`config.mk`:
```
export PLATFORM = sky130hd
export DESIGN_NAME = dns_query_parser
export DESIGN_NICKNAME = d
export VERILOG_FILES = /design/src/design/dqp_pkg.sv /design/src/design/dqp_in_stage.sv /design/src/design/dqp_parser.sv /design/src/design/dqp_out_stage.sv /design/src/design/dns_query_parser.sv
export SDC_FILE = /design/constraint.sdc
export NUM_CORES = 1
export LEC_CHECK = 0
export ABC_AREA = 1
export BUFFER_PORTS_ARGS = -buffer_cell sky130_fd_sc_hd__buf_2
export CAP_MARGIN = 20
export CORE_UTILIZATION = 50
export CTS_CLUSTER_SIZE = 10
export DETAILED_ROUTE_END_ITERATION = 8
export PLACE_DENSITY = 0.68
export SLEW_MARGIN = 20
export SYNTH_ARGS = -nofsm -noshare
export SYNTH_HDL_FRONTEND = slang
export SYNTH_SLANG_ARGS = --single-unit
export TNS_END_PERCENT = 100
```
`constraint.sdc`:
```
create_clock -name clk -period 18.25 [get_ports clk]
set_input_delay 0.9125 -clock clk [delete_from_list [all_inputs] [get_ports clk]]
set_output_delay 0.9125 -clock clk [all_outputs]
set_load 0.05 [all_outputs]
```
`src/design/dqp_pkg.sv`:
```
package dqp_pkg;

  localparam int unsigned HDR_WORDS = 6;
  localparam logic [15:0] HDR_BYTES = 16'd12;
  localparam logic [16:0] TC_BYTES  = 17'd4;
  localparam logic [15:0] OFFSET_MAX = 16'hFFFF;

  localparam logic [1:0] STATUS_OK    = 2'd0;
  localparam logic [1:0] STATUS_SHORT = 2'd1;
  localparam logic [1:0] STATUS_COUNT = 2'd2;
  localparam logic [1:0] STATUS_TRUNC = 2'd3;

  typedef enum logic [1:0] {
    PH_HEADER,
    PH_NAME,
    PH_TYPE_CLASS,
    PH_DONE
  } phase_t;

  typedef struct packed {
    logic [7:0] data_byte;
    logic       last_byte;
  } in_item_t;

  typedef struct packed {
    logic [1:0]  status;
    logic [15:0] question_end;
    logic [15:0] query_id;
    logic [15:0] header_flags;
    logic [15:0] question_count;
    logic [15:0] answer_count;
    logic [15:0] authority_count;
    logic [15:0] additional_count;
    logic [15:0] query_type;
    logic [15:0] query_class;
  } out_item_t;

  // Replaces the high or low byte of a big-endian 16-bit word.
  function automatic logic [15:0] put_byte(input logic [15:0] word, input logic high,
                                           input logic [7:0] b);
    logic [15:0] res;
    if (high) begin
      res = {b, word[7:0]};
    end else begin
      res = {word[15:8], b};
    end
    return res;
  endfunction

endpackage

```
`src/design/dqp_in_stage.sv`:
```
module dqp_in_stage import dqp_pkg::*; (
  input  logic     clk,
  input  logic     rst_n,
  input  logic     in_valid,
  input  in_item_t in_item,
  output logic     in_stall,
  input  logic     blocked,
  output logic     step,
  output in_item_t item
);

  logic     valid_r;
  logic     valid_nxt;
  in_item_t item_r;
  logic     take;
  logic     hold;

  // The held byte moves on unless it is a last byte facing a full, stalled result register.
  assign hold     = valid_r && blocked && item_r.last_byte;
  assign step     = valid_r && !hold;
  assign in_stall = hold;
  assign take     = in_valid && !in_stall;
  assign item     = item_r;

  always_comb begin
    valid_nxt = valid_r;
    if (take) begin
      valid_nxt = 1'b1;
    end else if (step) begin
      valid_nxt = 1'b0;
    end
  end

  always_ff @(posedge clk) begin
    if (!rst_n) begin
      valid_r <= 1'b0;
    end else begin
      valid_r <= valid_nxt;
    end
  end

  always_ff @(posedge clk) begin
    if (take) begin
      item_r <= in_item;
    end
  end

endmodule

```
`src/design/dqp_parser.sv`:
```
module dqp_parser import dqp_pkg::*; (
  input  logic      clk,
  input  logic      rst_n,
  input  logic      step,
  input  in_item_t  item,
  output logic      emit,
  output out_item_t result
);

  logic [15:0] offset_r, offset_nxt;
  logic [15:0] hdr_r [HDR_WORDS];
  logic [15:0] hdr_nxt [HDR_WORDS];
  logic [16:0] nlo_r, nlo_nxt;
  phase_t      phase_r, phase_nxt;
  logic [16:0] ne_r, ne_nxt;
  logic [15:0] tc_r [2];
  logic [15:0] tc_nxt [2];

  logic [16:0] off17;
  logic [16:0] k;
  logic [16:0] len;
  logic [16:0] qsum;
  logic [1:0]  status;
  logic [7:0]  b;

  assign b    = item.data_byte;
  assign emit = step && item.last_byte;

  always_comb begin
    off17      = {1'b0, offset_r};
    k          = off17 - ne_r;
    hdr_nxt    = hdr_r;
    tc_nxt     = tc_r;
    nlo_nxt    = nlo_r;
    ne_nxt     = ne_r;
    phase_nxt  = phase_r;
    case (phase_r)
      PH_HEADER: begin
        if (offset_r < HDR_BYTES) begin
          for (int i = 0; i < HDR_WORDS; i++) begin
            if (offset_r[3:1] == 3'(i)) begin
              hdr_nxt[i] = put_byte(hdr_r[i], !offset_r[0], b);
            end
          end
        end
        if (offset_r >= HDR_BYTES - 16'd1) begin
          phase_nxt = PH_NAME;
        end
      end
      PH_NAME: begin
        if (off17 == nlo_r) begin
          if (b == 8'd0) begin
            ne_nxt    = off17 + 17'd1;
            phase_nxt = PH_TYPE_CLASS;
          end else begin
            nlo_nxt = nlo_r + {9'd0, b} + 17'd1;
          end
        end
      end
      PH_TYPE_CLASS: begin
        if (off17 >= ne_r && k < TC_BYTES) begin
          tc_nxt[k[1]] = put_byte(tc_r[k[1]], !k[0], b);
          if (k == TC_BYTES - 17'd1) begin
            phase_nxt = PH_DONE;
          end
        end
      end
      default: begin
      end
    endcase

    offset_nxt = (offset_r == OFFSET_MAX) ? offset_r : offset_r + 16'd1;

    len  = off17 + 17'd1;
    qsum = ne_nxt + TC_BYTES;
    if (len < {1'b0, HDR_BYTES}) begin
      status = STATUS_SHORT;
    end else if (hdr_nxt[2] != 16'd1) begin
      status = STATUS_COUNT;
    end else if (phase_nxt == PH_HEADER || phase_nxt == PH_NAME) begin
      status = STATUS_TRUNC;
    end else if (qsum > len) begin
      status = STATUS_TRUNC;
    end else begin
      status = STATUS_OK;
    end

    result.status           = status;
    result.question_end     = (status != STATUS_OK) ? 16'd0 :
                              (qsum[16] ? OFFSET_MAX : qsum[15:0]);
    result.query_id         = (status == STATUS_SHORT) ? 16'd0 : hdr_nxt[0];
    result.header_flags     = (status == STATUS_SHORT) ? 16'd0 : hdr_nxt[1];
    result.question_count   = (status == STATUS_SHORT) ? 16'd0 : hdr_nxt[2];
    result.answer_count     = (status == STATUS_SHORT) ? 16'd0 : hdr_nxt[3];
    result.authority_count  = (status == STATUS_SHORT) ? 16'd0 : hdr_nxt[4];
    result.additional_count = (status == STATUS_SHORT) ? 16'd0 : hdr_nxt[5];
    result.query_type       = (status == STATUS_OK) ? tc_nxt[0] : 16'd0;
    result.query_class      = (status == STATUS_OK) ? tc_nxt[1] : 16'd0;
  end

  // The last byte of a packet returns every register to its reset value.
  always_ff @(posedge clk) begin
    if (!rst_n || emit) begin
      offset_r <= 16'd0;
      for (int i = 0; i < HDR_WORDS; i++) begin
        hdr_r[i] <= 16'd0;
      end
      nlo_r    <= {1'b0, HDR_BYTES};
      phase_r  <= PH_HEADER;
      ne_r     <= 17'd0;
      tc_r[0]  <= 16'd0;
      tc_r[1]  <= 16'd0;
    end else if (step) begin
      offset_r <= offset_nxt;
      hdr_r    <= hdr_nxt;
      nlo_r    <= nlo_nxt;
      phase_r  <= phase_nxt;
      ne_r     <= ne_nxt;
      tc_r     <= tc_nxt;
    end
  end

endmodule

```
`src/design/dqp_out_stage.sv`:
```
module dqp_out_stage import dqp_pkg::*; (
  input  logic      clk,
  input  logic      rst_n,
  input  logic      emit,
  input  out_item_t result,
  output logic      blocked,
  output logic      out_valid,
  input  logic      out_stall,
  output out_item_t out_item
);

  logic      valid_r;
  logic      valid_nxt;
  out_item_t item_r;

  assign blocked   = valid_r && out_stall;
  assign out_valid = valid_r;
  assign out_item  = item_r;

  always_comb begin
    valid_nxt = valid_r;
    if (emit) begin
      valid_nxt = 1'b1;
    end else if (valid_r && !out_stall) begin
      valid_nxt = 1'b0;
    end
  end

  always_ff @(posedge clk) begin
    if (!rst_n) begin
      valid_r <= 1'b0;
    end else begin
      valid_r <= valid_nxt;
    end
  end

  always_ff @(posedge clk) begin
    if (emit) begin
      item_r <= result;
    end
  end

endmodule

```
`src/design/dns_query_parser.sv`:
```
// DNS query parser. Bytes of one DNS packet enter in order, one per transfer on the in_
// channel, with last_byte set on the final byte. The block captures the six header words,
// walks the QNAME labels (each length byte taken as an unsigned count, compression pointers
// not recognized), captures QTYPE and QCLASS, and on the final byte sends one result
// transfer on the out_ channel with a status and the header and question fields. Status
// 0 is ok, 1 is a packet shorter than the 12-byte header, 2 is a question count other than
// one, and 3 is a question cut short; the checks are applied in that order. Header words
// read as zero on status 1, and question_end, query_type and query_class read as zero on
// any status other than ok. The byte offset saturates at 65535, so later bytes of a very
// long packet all count as lying at that offset. The block accepts one byte every cycle
// while in_stall is low. A last byte is held in the input register and parsed from there,
// and its parse loads the result register and raises out_valid. The input side stalls
// only when a last byte waits in the input register while the previous result is still
// held and stalled.
module dns_query_parser import dqp_pkg::*; (
  input  logic      clk,
  input  logic      rst_n,
  input  logic      in_valid,
  input  in_item_t  in_item,
  output logic      in_stall,
  output logic      out_valid,
  input  logic      out_stall,
  output out_item_t out_item
);

  logic      blocked;
  logic      step;
  in_item_t  item;
  logic      emit;
  out_item_t result;

  // Input register: holds one accepted byte for the parsing logic.
  dqp_in_stage u_in_stage (
    .clk      (clk),
    .rst_n    (rst_n),
    .in_valid (in_valid),
    .in_item  (in_item),
    .in_stall (in_stall),
    .blocked  (blocked),
    .step     (step),
    .item     (item)
  );

  // Parsing state and the per-byte update, including the status decision on the last byte.
  dqp_parser u_parser (
    .clk    (clk),
    .rst_n  (rst_n),
    .step   (step),
    .item   (item),
    .emit   (emit),
    .result (result)
  );

  // Result register: a finished result waits here while new bytes keep arriving.
  dqp_out_stage u_out_stage (
    .clk       (clk),
    .rst_n     (rst_n),
    .emit      (emit),
    .result    (result),
    .blocked   (blocked),
    .out_valid (out_valid),
    .out_stall (out_stall),
    .out_item  (out_item)
  );

endmodule

```
# Word-level counts from Yosys, hierarchy flattened
# Cells that the tools add are included.
totals:
  regBits: 337
  inputBits: 13
  out_inout_bits: 148
  word_cells: 123
op_classes:
  add_sub_neg: 6
  n_lt_le_gt_ge: 8
  eq_ne: 13
  muxes: 43
  n_bitwise: 3
  n_reduce_logical: 24
ops:
  columns: ["cell", "n"]
  rows:
  - ["$mux W16", 20]
  - ["$mux W96", 2]
  - ["$mux W32", 2]
  - ["$mux W17", 3]
  - ["$bwmux W32", 1]
  - ["$mux W2", 9]
  - ["$add A16 B1 Y17 const B", 1]
  - ["$add A17 B1 Y17 const B", 1]
  - ["$add A17 B3 Y17 const B", 1]
  - ["$add A17 B8 Y17", 1]
  - ["$eq A16 B17 Y1", 1]
  - ["$eq A17 B2 Y1 const B", 1]
  - ["$ge A16 B17 Y1", 1]
  - ["$gt A17 B17 Y1", 1]
  - ["$lt A17 B3 Y1 const B", 1]
  - ["$lt A17 B4 Y1 const B", 1]
  - ["$sub A16 B17 Y17", 1]
  - ["$add A16 B1 Y16 const B", 1]
  - ["$demux W16 S1", 1]
  - ["$eq A16 B16 Y1 const B", 1]
  - ["$ge A16 B4 Y1 const B", 1]
  - ["$lt A16 B4 Y1 const B", 1]
  - ["$ne A16 B1 Y1 const B", 1]
  - ["$logic_and A1 B1 Y1", 9]
  - ["other kinds (19)", 34]

# Longest topological paths before layout
logic_depth:
  ltp_word: 11
  ltp_mapped: 37
  depth_no_buf: 34

# Modules after synthesis
# Synthesis repeated with hierarchy kept, for this count alone.
hier_totals:
  hier_cells: 2310
  area_unflattened_um2: 17590.6
by_module_without_submodules:
  columns: ["module", "instances", "cells_each", "area_each_um2", "seq_area_each_um2"]
  rows:
  - ["dqp_parser", 1, 2139, 12827.3, 3603.5]
  - ["dqp_out_stage", 1, 152, 4428.0, 4404.2]
  - ["dqp_in_stage", 1, 19, 335.3, 290.3]

# Least setup slack after synthesis
# No wires, ideal clock.
synth_path:
  kind: "input-to-reg"
  from: "in out_stall"
  to: "reg u_parser.hdr_r[32] (netlist name)"
  setup_time_ns: 0.115
  arrival_time_ns: 10.026
  required_ns: 18.135
  setup_slack_ns: 8.109
  stages: 8
  n_path_buf: 2
  path_cell_list: "a21oi_1 -> nor2_1 -> inv_1 -> clkbuf_1 -> clkbuf_1 -> a21oi_1 -> o21ai_0 -> inv_1"
synth_between:
  elab_chain_len: 7
synth_lines:
  columns: ["element", "line", "rtl"]
  rows:
  - ["from (decl)", "dns_query_parser.sv:22", "input logic out_stall,"]
  - ["$logic_and A1 B1 Y1 *", "dqp_out_stage.sv:16", "assign blocked = valid_r && out_stall;"]
  - ["$logic_and A1 B1 Y1 * (2 in series)", "dqp_in_stage.sv:19", "assign hold = valid_r && blocked && item_r.last_byte;"]
  - ["$logic_not A1 Y1 *", "dqp_in_stage.sv:20", "assign step = valid_r && !hold;"]
  - ["$logic_and A1 B1 Y1 *", "dqp_in_stage.sv:20", null]
  - ["$logic_and A1 B1 Y1", "dqp_parser.sv:27", "assign emit = step && item.last_byte;"]
  - ["$logic_or A1 B1 Y1", "dqp_parser.sv:103", "if (!rst_n || emit) begin"]
  - ["to (signal assigned)", "dqp_parser.sv:115", "hdr_r <= hdr_nxt;"]
  - ["to (decl)", "dqp_parser.sv:11", "logic [15:0] hdr_r [HDR_WORDS];"]
# Every way passes the cells marked *; elsewhere a longest branch is shown, timed or not.
# A chain may end at the register's enable or synchronous reset.

# Worst setup path in the final report
layout_path:
  from: "reg u_in_stage.item_r (netlist bit u_in_stage.item[7])"
  to: "reg u_out_stage.item_r (netlist bit u_out_stage.out_item[29]) (data pin)"
layout_between:
  elab_chain_len: 11
  word_cells_on_any_way: 22
  classes_between: "add/sub (1); order compare (1); eq/ne (2); mux (14); reduce/logical (4)"
layout_lines:
  columns: ["element", "line", "rtl"]
  rows:
  - ["from (decl)", "dqp_in_stage.sv:14", "in_item_t item_r;"]
  - ["from (signal assigned)", "dqp_in_stage.sv:44", "item_r <= in_item;"]
  - ["$logic_not A8 Y1", "dqp_parser.sv:52", "if (b == 8'd0) begin"]
  - ["$mux W17", "dqp_parser.sv:52", null]
  - ["$mux W17", "dqp_parser.sv:51", "if (off17 == nlo_r) begin"]
  - ["$mux W17", "dqp_parser.sv:37", "case (phase_r)"]
  - ["net u_parser.ne_nxt[2]", "dqp_parser.sv:15", "logic [16:0] ne_r, ne_nxt;"]
  - ["$add A17 B3 Y17", "dqp_parser.sv:75", "qsum = ne_nxt + TC_BYTES;"]
  - ["$gt A17 B17 Y1", "dqp_parser.sv:82", "end else if (qsum > len) begin"]
  - ["$mux W2", "dqp_parser.sv:82", null]
  - ["$mux W2", "dqp_parser.sv:80", "end else if (phase_nxt == PH_HEADER || phase_nxt == PH_NAME) begin"]
  - ["$mux W2", "dqp_parser.sv:78", "end else if (hdr_nxt[2] != 16'd1) begin"]
  - ["$mux W2", "dqp_parser.sv:76", "if (len < {1'b0, HDR_BYTES}) begin"]
  - ["$logic_not A2 Y1", "dqp_parser.sv:97", "result.query_type = (status == STATUS_OK) ? tc_nxt[0] : 16'd0;"]
  - ["to (signal assigned)", "dqp_out_stage.sv:39", "item_r <= result;"]
  - ["to (decl)", "dqp_out_stage.sv:14", "out_item_t item_r;"]
# The timed path passes the listed nets, and every way through them passes these cells.

==> results.ini <==
[placement]
preCtsSetupSlack_ns = 12.88
io_buffers = 160
dp.final_hpwl_mm = 32.9
gp_congestion = 0.912

[sta]
slew_violations = 0
fin_crit_ns = 5.43
rsz0062_at_grt = no
worst_pin_slew_ns = 1.07
clock_skew_ns = 0.0281
hold_viol = 0
finalSetupViolCount = 0
fmax_mhz = 184
period_share_pct = 29.8
finalSetupTns_ns = 0
relSlewSlack_pct = 28.5
fin_ws_ns = 12.82

[critical_path]
path_class = reg2reg
cp.arrival_ns = 5.78
startpoint_type = flip-flop
worstPathRequired_ns = 18.60
crit_slowest_cell = nand4_4
cp_max_fo = 37
worstSetupEndpointType = flip-flop
crit_top_cell = nand2_1
critical_path_buf_inv_count = 4
crit_chain = inv_1, nand4_1, nor2_1, buf_4, nand4_2, nand2_1, nand2_2, ha_1, nand3_1, nor2_1, nand3_1, nand2_1, nand2_2, inv_1, ha_1, nand2_1, nor2_1, a2111oi_0, nand2_1, nand2_1, nand2_1, inv_1, nand4_4, nor2_1
max_stage_delay_ns = 0.49
crit_family = simple AND/OR/NAND/NOR gates

[finish]
multi_input_area_um2 = 7330
final_cell_mix = 497 x nand2_1, 411 x inv_1, 299 x o21ai_0
area_growth_pct = 12.8
fill_cells = 3190
n_antenna_cell = 0
nets = 2466
register_area_um2 = 8300
layout-drive-gt1-share_pct = 10.6
final_common_cell = nand2_1

[floorplanning]
dieArea_um2 = 36100
row_count = 68
start_util_pct = 51.0
ios = 161
fp.coreArea_um2 = 34600
die_h_um = 190
die_w_um = 190

[synthesis]
yosysWarnings = 0
synth_nets = 2365
synth-edff-count = 155
syn_area_um2 = 17700
yosys.area.top_type = edfxtp_1
yosysUniqueCellTypes = 49
syn-instance-count = 2307
synth-async-reset-ratio_pct = 0
ys_ff_latch = 337
synth_top_area_share_pct = 26.3
ys_dominant_reg_cell = dfxtp_1
seq_area_frac_synth_pct = 47.0
syn_avg_cell_area_um2 = 7.66
ys_top_cells_by_area = edfxtp_1 26%, dfxtp_1 21%, nand2_1 11%

[power_and_ir_drop]
powerDensity_nw_per_um2 = 95.8
p_switching_uw = 551
leakage_nw = 9.91
seq_power_share_pct = 44.3
cell_internal_pwr_mw = 1.36
clockPowerShare_pct = 40.2
vdd_ir_drop_max_mv = 0.0730
p_comb_share_pct = 15.5
power.total_mw = 1.91
swShare_pct = 28.8

[global_route]
antenna_found_initial = 0
grt_first_pass_wirelength_mm = 74.5
grt_util_all_layers_pct = 25.7
grt_pass1_vias = 13900
overflow = 0
grt_max_degree = 107

[clock_tree]
cts.path.max_buffers = 3
cts_tree = yes
cts-root-buf = clkbuf_16
h-tree-depth = 2
post_cts_buffers = 0
cts-buffers-inserted = 41
clk_pin_slew_ns = 0.06
cts_hold_buf = 0
numClockSinks = 337
clkLatencyLatePin_ns = 0.55
cts_resized = 0

[route]
post-route-drc-count = 0
num_vias = 15500
viasPerCell = 5.35
firstDrtPassIters = 6
drt_iter0_drc = 1458
wl_per_cell_um = 16.3
routed_wirelength_mm = 47.3
antenna_left = 0

[status]
status = finished, final reports clean

[job]
max_cap_violations = 0

[worst_hold_path]
hold_class = reg2reg

through the flow:
step                instances  utilization, %  area, µm²  hold slack [ns]
global route             2895            57.6      19900            0.518
global placement         2820            53.9      18700            0.479
detailed placement       2820            53.9      18700            0.479
floorplan                2307               -      17700            0.441
finish                   2895            57.6      19900            0.487
CTS                      2895            57.6      19900            0.492
flip-flops by register name (all words and copies together) (netlist names):
register	cells
u_parser.tc_r	32
u_parser.hdr_r	96
u_out_stage.out_valid	1
u_parser.phase_r	2
u_parser.offset_r	16
u_in_stage.item	9
u_parser.nlo_r	17
u_parser.ne_r	17
u_out_stage.out_item	146
u_in_stage.valid_r	1
power by group through the flow:
stage / Combinational [mW] / Clock [mW] / Sequential, mW
finish: 0.296 / 0.769 / 0.846
global route: 0.329 / 0.812 / 0.849
CTS: 0.294 / 0.778 / 0.845
detailed placement: 0.293 / 0 / 0.861
global placement: 0.289 / 0 / 0.859
floorplan: 0.189 / 0 / 0.892
final timing paths:
check,from,to,slack [ns],cells after the start
max,u_in_stage.item[7],u_out_stage.out_item[29],12.82,24
min reg2reg,u_parser.nlo_r[16],u_parser.nlo_r[16],0.49,1
max reg2reg,u_in_stage.item[7],u_out_stage.out_item[29],12.82,24
min,u_parser.nlo_r[16],u_parser.nlo_r[16],0.49,1
cell usage after synthesis (all sizes together) (2+ instances only):
cell / count
or2: 8
and2: 2
nor4: 4
nor3: 16
dfxtp: 182
a31oi: 2
fa: 2
edfxtp: 155
a211oi: 2
o21a: 5
nand2: 502
clkbuf: 92
a21oi: 162
o21bai: 74
ha: 43
o21ai: 306
nand3b: 2
nor2: 144
buf: 24
nand4: 67
nand3: 53
xnor2: 8
o211ai: 3
xor2: 24
a31o: 2
inv: 414
a21o: 3
kinds of logic (layout without fill, tap and decap cells):
logic type / Yosys count / count (layout) / synth area share, %
simple gates: 799 / 799 / 19.1
buf+inv: 531 / 664 / 11.7
xor+xnor: 32 / 32 / 1.59
fa+ha+maj: 45 / 45 / 3.27
flops: 337 / 337 / 47.0
compound gates: 563 / 563 / 17.4
layout make-up:
cell class	count	area share (%)
tap	455	2.86
timing repair buffer	174	4.54
inverter	415	7.82
clock inverter	6	0.552
clock buffer	69	5.82
sequential	337	41.6
multi-input combinational	1439	36.8
worst register-to-register path, cell delays in order (launching register included):
cell and delay [ns]:
edfxtp_1 0.48, inv_1 0.48, nand4_1 0.16, nor2_1 0.13, buf_4 0.26, nand4_2 0.46
nand2_1 0.22, nand2_2 0.10, ha_1 0.23, nand3_1 0.16, nor2_1 0.08, nand3_1 0.07
nand2_1 0.06, nand2_2 0.27, inv_1 0.09, ha_1 0.31, nand2_1 0.08, nor2_1 0.04
a2111oi_0 0.41, nand2_1 0.10, nand2_1 0.07, nand2_1 0.06, inv_1 0.11, nand4_4 0.49
nor2_1 0.35
layer usage:
metal / routed length [µm] / up-vias / global-route usage, %
met5: 0 / - / 0
li1: - / 7670 / -
met1: 21000 / 7225 / 35.4
met3: 2770 / 80 / 2.91
met2: 22200 / 512 / 42.3
met4: 1250 / 0 / 7.94
Power figures use the tool's default switching activity.
